--- config.mk ---
export PLATFORM = sky130hd
export DESIGN_NAME = ring_buffer_deque
export DESIGN_NICKNAME = d
export VERILOG_FILES = /design/src/sv/rbd_pkg.sv /design/src/sv/rbd_ram.sv /design/src/sv/ring_buffer_deque.sv
export SDC_FILE = /design/constraint.sdc
export NUM_CORES = 1
export LEC_CHECK = 0
export ABC_AREA = 1
export ABC_CLOCK_PERIOD_IN_PS = 6200
export CAP_MARGIN = 20
export CORE_AREA = 10 10 313 315
export DETAILED_ROUTE_END_ITERATION = 10
export DIE_AREA = 0 0 323 325
export DONT_BUFFER_PORTS = 1
export GPL_ROUTABILITY_DRIVEN = 0
export PLACE_DENSITY = 0.55
export SLEW_MARGIN = 25
export SYNTH_ARGS = -nofsm -noshare
export SYNTH_HDL_FRONTEND = slang
export SYNTH_SLANG_ARGS = --single-unit
--- constraint.sdc ---
create_clock -name clk -period 6.2 [get_ports clk]
set_input_delay 0.93 -clock clk [delete_from_list [all_inputs] [get_ports clk]]
set_output_delay 0.93 -clock clk [all_outputs]
set_load 0.1 [all_outputs]
--- src/sv/rbd_pkg.sv ---
`timescale 1ns / 1ps
// ============================================================================
// rbd_pkg
// Shared types and constants for the ring buffer deque: request codes and
// the packed request and result words.
// ============================================================================
package rbd_pkg;

    // Fixed field widths of the request and result words.
    localparam int ACTION_W = 2;
    localparam int DATA_W   = 32;
    localparam int COUNT_W  = 5;
    localparam int CFG_W    = 5;

    // Request codes.
    localparam logic [ACTION_W-1:0] ACT_PUSH_REAR = 2'd0;
    localparam logic [ACTION_W-1:0] ACT_POP_FRONT = 2'd1;
    localparam logic [ACTION_W-1:0] ACT_POP_REAR  = 2'd2;
    localparam logic [ACTION_W-1:0] ACT_STATUS    = 2'd3;

    typedef struct packed {
        logic [ACTION_W-1:0]      action;
        logic signed [DATA_W-1:0] push_value;
    } rbd_req_t;

    typedef struct packed {
        logic                     accepted;
        logic signed [DATA_W-1:0] popped_value;
        logic [COUNT_W-1:0]       count_before_pop;
        logic [COUNT_W-1:0]       count_now;
        logic                     is_empty;
        logic                     is_full;
        logic signed [DATA_W-1:0] front_word;
        logic signed [DATA_W-1:0] rear_word;
    } rbd_rsp_t;

endpackage

--- src/sv/rbd_ram.sv ---
`timescale 1ns / 1ps
// ============================================================================
// rbd_ram
// Generic simple dual-port RAM: one write port, one read port with the
// read data registered.
// ============================================================================
module rbd_ram #(
    parameter int WIDTH = 32,
    parameter int DEPTH = 16
) (
    input  logic                     clk,
    input  logic                     we,
    input  logic [$clog2(DEPTH)-1:0] waddr,
    input  logic [WIDTH-1:0]         wdata,
    input  logic                     re,
    input  logic [$clog2(DEPTH)-1:0] raddr,
    output logic [WIDTH-1:0]         rdata
);

    logic [WIDTH-1:0] mem [DEPTH];

    always_ff @(posedge clk)
    begin
        if (we)
        begin
            mem[waddr] <= wdata;
        end
        if (re)
        begin
            rdata <= mem[raddr];
        end
    end

endmodule

--- src/sv/ring_buffer_deque.sv ---
`timescale 1ns / 1ps
// ============================================================================
// ring_buffer_deque
// Circular buffer of signed words used as a double-ended queue.
// ============================================================================
// Usage:
// Requests arrive as words on the in channel (valid/ready). Each request
// pushes a word at the rear, pops the front, pops the rear, or asks for
// status. Every request produces exactly one result word on the out channel
// (valid/ready) with the success flag, the popped word, the occupancy and the
// words at both ends after the request.
// The slots live in a RAM with registered read data. The front and rear
// words are cached in registers, so a pop returns its word at once and only
// the new end word has to be fetched from the RAM in the cycle after the
// request is taken. A result passes through the fetch stage, the holding
// register and the output register on its way to the out channel, and no
// new request is taken while the previous one is still in the fetch stage.
// When the receiver stalls, one further request is still taken and its
// result parks in a holding register behind the output register; after that
// in_ready stays low until the output drains.
// Reset empties the buffer and sets the capacity to 16 slots (or MAX_SLOTS
// if smaller). Writing the capacity register also empties the buffer; the
// RAM contents are kept but are no longer reachable.
// ============================================================================
module ring_buffer_deque
    import rbd_pkg::*;
#(
    parameter int MAX_SLOTS = 16,
    parameter int WORD_BITS = 32
) (
    input  logic             clk,
    input  logic             rst_n,
    input  logic             in_valid,
    output logic             in_ready,
    input  rbd_req_t         in_data,
    output logic             out_valid,
    input  logic             out_ready,
    output rbd_rsp_t         out_data,
    input  logic             cfg_we,
    input  logic [CFG_W-1:0] cfg_data
);

    localparam int IDX_W     = $clog2(MAX_SLOTS);
    localparam int CNT_W     = $clog2(MAX_SLOTS + 1);
    localparam int CAP_RESET = (MAX_SLOTS < 16) ? MAX_SLOTS : 16;

    // Buffer state. The pointers always stay below the capacity.
    logic [IDX_W-1:0] head_reg, head_next;
    logic [IDX_W-1:0] tail_reg, tail_next;
    logic [CNT_W-1:0] occ_reg, occ_next;
    logic [CNT_W-1:0] cap_reg, cap_next;

    // Cached end words. While the buffer is not empty they hold the slots at
    // the head and at the tail pointer.
    logic signed [WORD_BITS-1:0] front_reg, front_next;
    logic signed [WORD_BITS-1:0] rear_reg, rear_next;

    // Fetch stage: the request taken in the previous cycle, waiting for the
    // RAM to return the new end word.
    logic                     busy_reg, busy_next;
    logic                     fetch_front_reg, fetch_front_next;
    logic                     fetch_rear_reg, fetch_rear_next;
    logic                     pend_acc_reg, pend_acc_next;
    logic signed [DATA_W-1:0] pend_pop_reg, pend_pop_next;
    logic [COUNT_W-1:0]       pend_before_reg, pend_before_next;

    // Holding register and output register.
    logic     res_valid_reg, res_valid_next;
    rbd_rsp_t res_reg, res_next;
    logic     out_valid_reg, out_valid_next;
    rbd_rsp_t out_reg, out_next;

    // RAM ports.
    logic                 ram_we;
    logic [IDX_W-1:0]     ram_waddr;
    logic [WORD_BITS-1:0] ram_wdata;
    logic                 ram_re;
    logic [IDX_W-1:0]     ram_raddr;
    logic [WORD_BITS-1:0] ram_rdata;

    logic                        accept;
    logic                        out_free;
    logic                        res_free;
    logic [CNT_W-1:0]            head_inc;
    logic [CNT_W-1:0]            tail_inc;
    logic [IDX_W-1:0]            head_fwd;
    logic [IDX_W-1:0]            tail_fwd;
    logic [IDX_W-1:0]            tail_back;
    logic [CNT_W-1:0]            cap_cfg;
    logic signed [WORD_BITS-1:0] push_word;
    logic                        is_full_now;
    logic                        is_empty_now;

    // The output register frees when it is empty or being read. The holding
    // register frees when it is empty or moving into the output register.
    assign out_free = !out_valid_reg || out_ready;
    assign res_free = !res_valid_reg || out_free;

    // A request is taken only when the fetch stage is idle and its result is
    // sure to find the holding register free when it leaves the fetch stage.
    assign in_ready = !busy_reg && res_free;
    assign accept   = in_valid && in_ready;

    assign out_valid = out_valid_reg;
    assign out_data  = out_reg;

    // Pointer steps with wrap at the capacity in use.
    assign head_inc  = CNT_W'(head_reg) + CNT_W'(1);
    assign tail_inc  = CNT_W'(tail_reg) + CNT_W'(1);
    assign head_fwd  = (head_inc >= cap_reg) ? '0 : IDX_W'(head_inc);
    assign tail_fwd  = (tail_inc >= cap_reg) ? '0 : IDX_W'(tail_inc);
    assign tail_back = (tail_reg == '0) ? IDX_W'(cap_reg - CNT_W'(1))
                                        : tail_reg - IDX_W'(1);

    assign push_word    = WORD_BITS'($signed(in_data.push_value));
    assign is_full_now  = (occ_reg >= cap_reg);
    assign is_empty_now = (occ_reg == '0);

    // A capacity of zero means one slot; anything above the RAM depth means
    // the whole RAM.
    always_comb
    begin
        if (cfg_data == '0)
        begin
            cap_cfg = CNT_W'(1);
        end
        else if (int'(cfg_data) > MAX_SLOTS)
        begin
            cap_cfg = CNT_W'(MAX_SLOTS);
        end
        else
        begin
            cap_cfg = CNT_W'(cfg_data);
        end
    end

    // Request handling and state update.
    always_comb
    begin
        head_next        = head_reg;
        tail_next        = tail_reg;
        occ_next         = occ_reg;
        cap_next         = cap_reg;
        front_next       = front_reg;
        rear_next        = rear_reg;
        busy_next        = 1'b0;
        fetch_front_next = 1'b0;
        fetch_rear_next  = 1'b0;
        pend_acc_next    = pend_acc_reg;
        pend_pop_next    = pend_pop_reg;
        pend_before_next = pend_before_reg;
        ram_we           = 1'b0;
        ram_waddr        = tail_fwd;
        ram_wdata        = push_word;
        ram_re           = 1'b0;
        ram_raddr        = tail_back;

        // Fetch stage of a pop: the RAM returns the new end word.
        if (busy_reg)
        begin
            if (fetch_front_reg)
            begin
                front_next = ram_rdata;
            end
            if (fetch_rear_reg)
            begin
                rear_next = ram_rdata;
            end
        end

        if (accept)
        begin
            busy_next        = 1'b1;
            pend_acc_next    = 1'b1;
            pend_pop_next    = '0;
            pend_before_next = '0;
            case (in_data.action)
                ACT_PUSH_REAR:
                begin
                    if (is_full_now)
                    begin
                        pend_acc_next = 1'b0;
                    end
                    else
                    begin
                        ram_we    = 1'b1;
                        tail_next = tail_fwd;
                        occ_next  = occ_reg + CNT_W'(1);
                        rear_next = push_word;
                        if (is_empty_now)
                        begin
                            front_next = push_word;
                        end
                    end
                end
                ACT_POP_FRONT:
                begin
                    if (is_empty_now)
                    begin
                        pend_acc_next = 1'b0;
                    end
                    else
                    begin
                        pend_pop_next    = DATA_W'(front_reg);
                        pend_before_next = COUNT_W'(occ_reg);
                        head_next        = head_fwd;
                        occ_next         = occ_reg - CNT_W'(1);
                        ram_re           = 1'b1;
                        ram_raddr        = head_fwd;
                        fetch_front_next = 1'b1;
                    end
                end
                ACT_POP_REAR:
                begin
                    if (is_empty_now)
                    begin
                        pend_acc_next = 1'b0;
                    end
                    else
                    begin
                        pend_pop_next   = DATA_W'(rear_reg);
                        tail_next       = tail_back;
                        occ_next        = occ_reg - CNT_W'(1);
                        ram_re          = 1'b1;
                        ram_raddr       = tail_back;
                        fetch_rear_next = 1'b1;
                    end
                end
                default:
                begin
                    // Status only: nothing changes.
                end
            endcase
        end

        // A capacity write empties the buffer.
        if (cfg_we)
        begin
            cap_next  = cap_cfg;
            head_next = '0;
            tail_next = IDX_W'(cap_cfg - CNT_W'(1));
            occ_next  = '0;
        end
    end

    // Result assembly at the end of the fetch cycle, from the updated state.
    always_comb
    begin
        res_valid_next = res_valid_reg && !out_free;
        res_next       = res_reg;
        if (busy_reg)
        begin
            res_valid_next            = 1'b1;
            res_next.accepted         = pend_acc_reg;
            res_next.popped_value     = pend_pop_reg;
            res_next.count_before_pop = pend_before_reg;
            res_next.count_now        = COUNT_W'(occ_reg);
            res_next.is_empty         = is_empty_now;
            res_next.is_full          = (occ_reg == cap_reg);
            res_next.front_word       = is_empty_now ? '0 : DATA_W'(front_next);
            res_next.rear_word        = is_empty_now ? '0 : DATA_W'(rear_next);
        end

        out_valid_next = out_valid_reg && !out_ready;
        out_next       = out_reg;
        if (res_valid_reg && out_free)
        begin
            out_valid_next = 1'b1;
            out_next       = res_reg;
        end
    end

    always_ff @(posedge clk or negedge rst_n)
    begin
        if (!rst_n)
        begin
            head_reg        <= '0;
            tail_reg        <= IDX_W'(CAP_RESET - 1);
            occ_reg         <= '0;
            cap_reg         <= CNT_W'(CAP_RESET);
            busy_reg        <= 1'b0;
            fetch_front_reg <= 1'b0;
            fetch_rear_reg  <= 1'b0;
            res_valid_reg   <= 1'b0;
            out_valid_reg   <= 1'b0;
        end
        else
        begin
            head_reg        <= head_next;
            tail_reg        <= tail_next;
            occ_reg         <= occ_next;
            cap_reg         <= cap_next;
            busy_reg        <= busy_next;
            fetch_front_reg <= fetch_front_next;
            fetch_rear_reg  <= fetch_rear_next;
            res_valid_reg   <= res_valid_next;
            out_valid_reg   <= out_valid_next;
        end
    end

    always_ff @(posedge clk)
    begin
        front_reg       <= front_next;
        rear_reg        <= rear_next;
        pend_acc_reg    <= pend_acc_next;
        pend_pop_reg    <= pend_pop_next;
        pend_before_reg <= pend_before_next;
        res_reg         <= res_next;
        out_reg         <= out_next;
    end

    rbd_ram #(
        .WIDTH (WORD_BITS),
        .DEPTH (MAX_SLOTS)
    ) u_slot_ram (
        .clk   (clk),
        .we    (ram_we),
        .waddr (ram_waddr),
        .wdata (ram_wdata),
        .re    (ram_re),
        .raddr (ram_raddr),
        .rdata (ram_rdata)
    );

endmodule

==> impl_metrics.py, run 1 <==
metrics = {
    "detailed_routing": {
        "num_vias": 22600,
        "viasPerCell": 5.06,
        "wire_per_inst_um": 20.3,
        "first_pass_iters": 6,
        "routed_wirelength_um": 90600,
        "drt_iter0_drc": 1909,
        "drc": 0,
        "final_antenna_net_count": 0,
    },
    "floorplanning": {
        "coreArea_um2": 91400,
        "rows": 111,
        "io_pins": 155,
        "initial_core_util": 0.398,
        "die_width_um": 323,
        "die_h_um": 325,
        "fp.dieArea_um2": 105000,
    },
    "hold_path": {
        "hp-class": "primary input to async pin",
    },
    "synth": {
        "syn_inst": 3237,
        "synth_edf_count": 800,
        "synth-warning-count": 0,
        "ys_seq_area_frac": 0.711,
        "syn_area_um2": 36400,
        "async_reset_ff_frac": 0.0259,
        "synth_seq_cells": 887,
        "synth_fp_nets": 3309,
        "syn_area_per_cell_um2": 11.2,
        "synth_cell_types": 38,
        "yosys_most_used_dff": "edfxtp_1",
    },
    "worst_setup_path": {
        "cp-start-kind": "flop",
        "reg2reg_depth": 12,
        "path_max_fanout": 83,
        "startpoint": "out_valid",
        "r2r_slack_ns": 1.75,
        "worstSetupEndpoint": "u_slot_ram.rdata[28]",
        "cp.required_ns": 6.60,
        "r2r-start": "out_valid",
        "critPathKind": "flop to flop",
        "endpoint_kind": "flop",
        "critPathMostFrequentCell": "nand3_1",
        "critPathMaxStageDelay_ns": 0.77,
        "cpMaxStageDelayCell": "dfrtp_1",
        "worst_ep_arrival_time_ns": 4.85,
        "reg2reg_to": "u_slot_ram.rdata[28]",
        "path_cells": "nand3_1, nand3_2, nor2_8, nand3_4, nand2_8, buf_4, buf_4, nand2_1, nand3_1, nand3_1, nand3_1, nand2_1",
    },
    "clock_network": {
        "cts_buffer_depth": 3,
        "cts_tree": "yes",
        "cts.sinks": 887,
        "cts_setup_buffers": 0,
        "clk_latency_ns": 0.66,
        "h-tree-depth": 3,
        "post_cts_resized": 0,
        "cts_hold_buf": 1,
        "clkSlewWorstSetupHoldPaths_ns": 0.06,
        "cts_buffers": 93,
        "clockRootBuffer": "clkbuf_16",
    },
    "outcome": {
        "status": "finished, final reports clean",
    },
    "layout": {
        "area_delta_synth_final_pct": 12.0,
        "nNetsFinal": 3272,
        "drive_above_1_share": 0.0702,
        "fill_cells": 8435,
        "instances_no_fill": 4464,
        "largest_reg_flops": 512,
    },
    "global_routing": {
        "grt_first_pass_wirelength_um": 138000,
        "grt.total_usage": 0.171,
        "grt_overflow": 0,
        "grt_max_degree": 165,
        "first_global_vias": 21700,
        "antenna_found_initial": 1,
    },
    "placed_design": {
        "place_inst": 4290,
        "portBuffers": 0,
        "dpl.hpwl_um": 52200,
    },
    "flow_run": {
        "maxCapViolations": 0,
    },
    "timing": {
        "fin_crit_ns": 4.45,
        "hold_ws_ns": 0.127,
        "slew_violations": 0,
        "hold_violations": 0,
        "relSlewSlack": 0.288,
        "clock_skew_ns": 0.0348,
        "worst_pin_slew_ns": 1.06,
        "rsz0062_at_grt": "false",
        "min_period_over_period": 0.718,
        "fin_setup_tns_ns": 0,
        "setup_viol": 0,
        "fmax_mhz": 225,
    },
    "pwr": {
        "p_total_mw": 21.8,
        "peakVddDrop_uv": 619,
        "power_density_nw_per_um2": 535,
        "p_leak_nw": 16.3,
    },
}
-- critical path: cells and delay by family, from the launching register on --
kind	cells	cell delay [ns]
buffers and inverters	2	0.75
AND/OR/NAND/NOR	10	2.58
flip-flops	1	0.77
-- final cells by class --
cell class | count | area (um^2) | area share
clock buffer | 109 | 2430 | 0.0596
sequential | 887 | 25900 | 0.635
antenna | 2 | 5.00 | 0.000123
inverter | 410 | 1540 | 0.0378
clock inverter | 62 | 607 | 0.0149
tap | 1186 | 1480 | 0.0364
multi-input combinational | 1762 | 8350 | 0.205
timing repair buffer | 46 | 463 | 0.0114
-- routing by layer --
layer | wire length [um] | global-route usage
met2 | 40000 | 0.258
met5 | 0 | 0
met1 | 42600 | 0.248
met3 | 6610 | 0.0359
met4 | 1420 | 0.0440
-- how the worst min path moves through the flow --
stage / endpoint / slack, ns / cells after the start
2_1_floorplan: out_data[0] / 0.40 / 0
3_3_place_gp: out_data[2] / 0.40 / 0
3_5_place_dp: out_data[103] / 0.40 / 0
4_1_cts: cap_reg[4] / 0.09 / 0
5_1_grt: tail_reg[3] / 0.10 / 0
6_report: cap_reg[4] / 0.13 / 0
-- cell usage in the layout, fill, tap and decap left out, drive strengths merged, types with 2 or more instances in the layout --
cell / n
nand4: 4
dfxtp: 64
nand3: 628
edfxtp: 800
a21oi: 50
o21ai: 145
o22ai: 3
xor2: 8
o211ai: 2
diode: 2
clkinvlp: 4
nand2: 812
bufinv: 9
clkinv: 47
nor2: 40
and2: 32
inv: 412
dfrtp: 18
clkbuf: 109
ha: 27
a31oi: 2
buf: 46
dfstp: 5
-- power breakdown --
part	internal (mW)	switching, mW
clock	3.19	2.31
sequential	7.57	1.15
combinational	2.16	5.44
total	12.9	8.90
-- Yosys cell counts (2+ instances only) --
| library cell | number | share of area |
|---|---|---|
| o22ai_1 | 3 | 0.00052 |
| nand2_1 | 809 | 0.083 |
| a31oi_1 | 2 | 0.00034 |
| edfxtp_1 | 800 | 0.66 |
| dfxtp_1 | 64 | 0.035 |
| dfrtp_1 | 18 | 0.012 |
| buf_1 | 10 | 0.0010 |
| ha_1 | 27 | 0.0093 |
| inv_2 | 4 | 0.00041 |
| nand3_2 | 2 | 0.00055 |
| nor2_2 | 2 | 0.00034 |
| o211ai_1 | 2 | 0.00041 |
| nand2_2 | 2 | 0.00034 |
| buf_4 | 16 | 0.0033 |
| nor2_1 | 37 | 0.0038 |
| and2_1 | 32 | 0.0055 |
| dfstp_2 | 5 | 0.0036 |
| buf_2 | 86 | 0.012 |
| nand4_1 | 4 | 0.00069 |
| a21oi_1 | 50 | 0.0069 |
| xor2_1 | 8 | 0.0019 |
| inv_1 | 406 | 0.042 |
| o21ai_0 | 144 | 0.020 |
| nand3_1 | 625 | 0.086 |
| clkbuf_1 | 66 | 0.0068 |
-- cells by family after synthesis --
kind of cell	after synthesis	share of synthesized area
compound gates	207	0.0293
xor+xnor	8	0.00193
fa+ha+maj	28	0.00983
simple gates	1519	0.182
flops	887	0.711
buf+inv	588	0.0652
-- through the flow --
| step | util | instance area (um^2) | setup slack, ns |
|---|---|---|---|
| global route | 0.446 | 40800 | 1.36 |
| detailed placement | 0.413 | 37700 | 1.69 |
| global placement | 0.412 | 37600 | 1.74 |
| CTS | 0.446 | 40800 | 1.72 |
| finish | 0.446 | 40800 | 1.75 |
| floorplan | - | 36400 | 0.876 |
Note: power is estimated with default switching activity, not from simulation.
==> run 2, diff against run 1 <==
--- a/config.mk
+++ b/config.mk
@@ -6,7 +6,7 @@
 export NUM_CORES = 1
 export LEC_CHECK = 0
 export ABC_AREA = 1
-export ABC_CLOCK_PERIOD_IN_PS = 6200
+export ABC_CLOCK_PERIOD_IN_PS = 3590
 export CAP_MARGIN = 20
 export CORE_AREA = 10 10 313 315
 export DETAILED_ROUTE_END_ITERATION = 10
==> constraint.sdc (replaced) <==
create_clock -name clk -period 3.59 [get_ports clk]
set_input_delay 0.5385 -clock clk [delete_from_list [all_inputs] [get_ports clk]]
set_output_delay 0.5385 -clock clk [all_outputs]
set_load 0.1 [all_outputs]
==> impl_metrics.py, run 2 (same netlist as run 1, synthesis figures left out) <==
metrics = {
    "floorplanning": {
        "coreArea_um2": 91400,
        "initial_core_util": 0.398,
        "die_h_um": 325,
        "fp.dieArea_um2": 105000,
        "io_pins": 155,
        "rows": 111,
        "die_width_um": 323,
    },
    "global_routing": {
        "antenna_found_initial": 6,
        "grt_overflow": 0,
        "first_global_vias": 21600,
        "grt_first_pass_wirelength_um": 140000,
        "grt_max_degree": 97,
        "grt.total_usage": 0.174,
    },
    "clock_network": {
        "cts_tree": "yes",
        "cts_setup_buffers": 0,
        "cts_buffer_depth": 3,
        "clk_latency_ns": 0.66,
        "h-tree-depth": 3,
        "clkSlewWorstSetupHoldPaths_ns": 0.06,
        "cts.sinks": 887,
        "clockRootBuffer": "clkbuf_16",
        "cts_buffers": 92,
    },
    "timing": {
        "min_period_over_period": 0.907,
        "fmax_mhz": 307,
        "fin_setup_tns_ns": 0,
        "clock_skew_ns": 0.0297,
        "hold_violations": 0,
        "setup_ws_ns": 0.333,
        "relSlewSlack": 0.317,
        "setup_viol": 0,
        "rsz0062_at_grt": "false",
        "worst_pin_slew_ns": 1.03,
        "slew_violations": 0,
        "fin_crit_ns": 3.26,
    },
    "worst_setup_path": {
        "cp-start-kind": "flop",
        "endpoint_kind": "flop",
        "r2r-start": "tail_reg[0]",
        "startpoint": "tail_reg[0]",
        "reg2reg_depth": 13,
        "r2r_slack_ns": 0.33,
        "reg2reg_to": "u_slot_ram.rdata[13]",
        "worst_ep_arrival_time_ns": 3.78,
        "path_max_fanout": 43,
        "cp.required_ns": 4.11,
        "critPathKind": "flop to flop",
    },
    "layout": {
        "largest_reg_flops": 512,
        "post-route-util": 0.457,
        "nNetsFinal": 3344,
        "final_cell_mix": "nand2_1 (804), edfxtp_1 (800), nand3_1 (625), inv_1 (404), o21ai_0 (143)",
        "area_delta_synth_final_pct": 14.7,
        "layout_commonest_cell": "nand2_1",
        "multi_input_area_um2": 8350,
        "drive_above_1_share": 0.0789,
        "seq_area_um2": 25900,
        "fill_cells": 8296,
    },
    "detailed_routing": {
        "drt_iter0_drc": 2409,
        "wire_per_inst_um": 20.4,
        "first_pass_iters": 6,
        "num_vias": 22900,
        "viasPerCell": 5.05,
        "routed_wirelength_um": 92600,
        "final_antenna_net_count": 0,
        "drc": 0,
    },
    "placed_design": {
        "portBuffers": 0,
        "dpl.hpwl_um": 53600,
        "dpl_worst_slack_ns": 0.318,
    },
    "hold_path": {
        "hold_depth": 2,
        "hp-class": "primary input to flop",
        "worstHoldStart": "in_data[30]",
        "hold_path_end": "front_reg[30]",
    },
    "pwr": {
        "p_total_mw": 38.6,
        "power_density_nw_per_um2": 926,
        "p_leak_nw": 16.7,
        "peakVddDrop_uv": 1110,
    },
    "outcome": {
        "status": "finished, final reports clean",
    },
    "flow_run": {
        "maxCapViolations": 0,
    },
}
-- run 2: cell types whose count changed in the layout (fill, tap and decap cells not counted), sizes merged --
cell,previous run,this run
inv,412,413
buf,46,85
clkinvlp,4,11
clkbuf,109,108
clkinv,47,35
dlygate4sd3,0,34
-- run 2: layer usage --
layer	GRT usage	vias up	wire length [um]
li1	-	11000	-
met1	0.256	11000	43400
met2	0.262	759	41200
met3	0.0326	116	6380
met4	0.0401	4	1550
met5	0	-	27
-- run 2: layout make-up --
cell class | instances | area share
Sequential cell | 887 | 0.620
Multi-Input combinational cell | 1762 | 0.200
Clock buffer | 108 | 0.0578
Inverter | 410 | 0.0371
Tap cell | 1186 | 0.0356
Timing Repair Buffer | 119 | 0.0348
Clock inverter | 58 | 0.0143
Antenna cell | 2 | 0.000120
-- run 2: how the worst max path moves through the flow --
stage	slack [ns]	end	cells past startpoint
after detailed placement	0.32	u_slot_ram.rdata[14]	13
after global placement	0.35	u_slot_ram.rdata[16]	13
after floorplan	-0.02	u_slot_ram.mem[5][0]	7
after CTS	0.30	u_slot_ram.rdata[14]	13
after global routing	0.07	u_slot_ram.rdata[28]	16
final	0.33	u_slot_ram.rdata[13]	13
-- run 2: critical path, stage by stage, from the launching register on --
cell and delay, ns:
dfstp_2 0.59, inv_1 0.12, ha_1 0.25, nand3_1 0.16, nand2_1 0.09, o21ai_2 0.16, ha_1 0.35, o21ai_4 0.46
buf_12 0.34, buf_12 0.19, nand3_1 0.08, nand3_1 0.08, nand3_1 0.12, nand2_1 0.11
-- run 2: power breakdown --
part | switching [mW] | total [mW] | internal [mW]
registers | 1.91 | 15.0 | 13.1
clock network | 4.02 | 9.50 | 5.48
logic | 9.74 | 14.1 | 4.40
-- run 2: per-stage QoR --
step	hold slack (ns)	std cells	instance area (um^2)
after floorplan	0.243	3237	36500
after global placement	0.244	4329	38400
after detailed placement	0.244	4329	38400
after CTS	0.00687	4530	41700
after global routing	0.0328	4530	41700
final	0.0468	4532	41700
-- run 2: timing repair --
action	CTS	global route
resized for setup	0	1
endpoints found under the hold margin	543	0
hold buffers	35	0
setup endpoints to repair	0	24
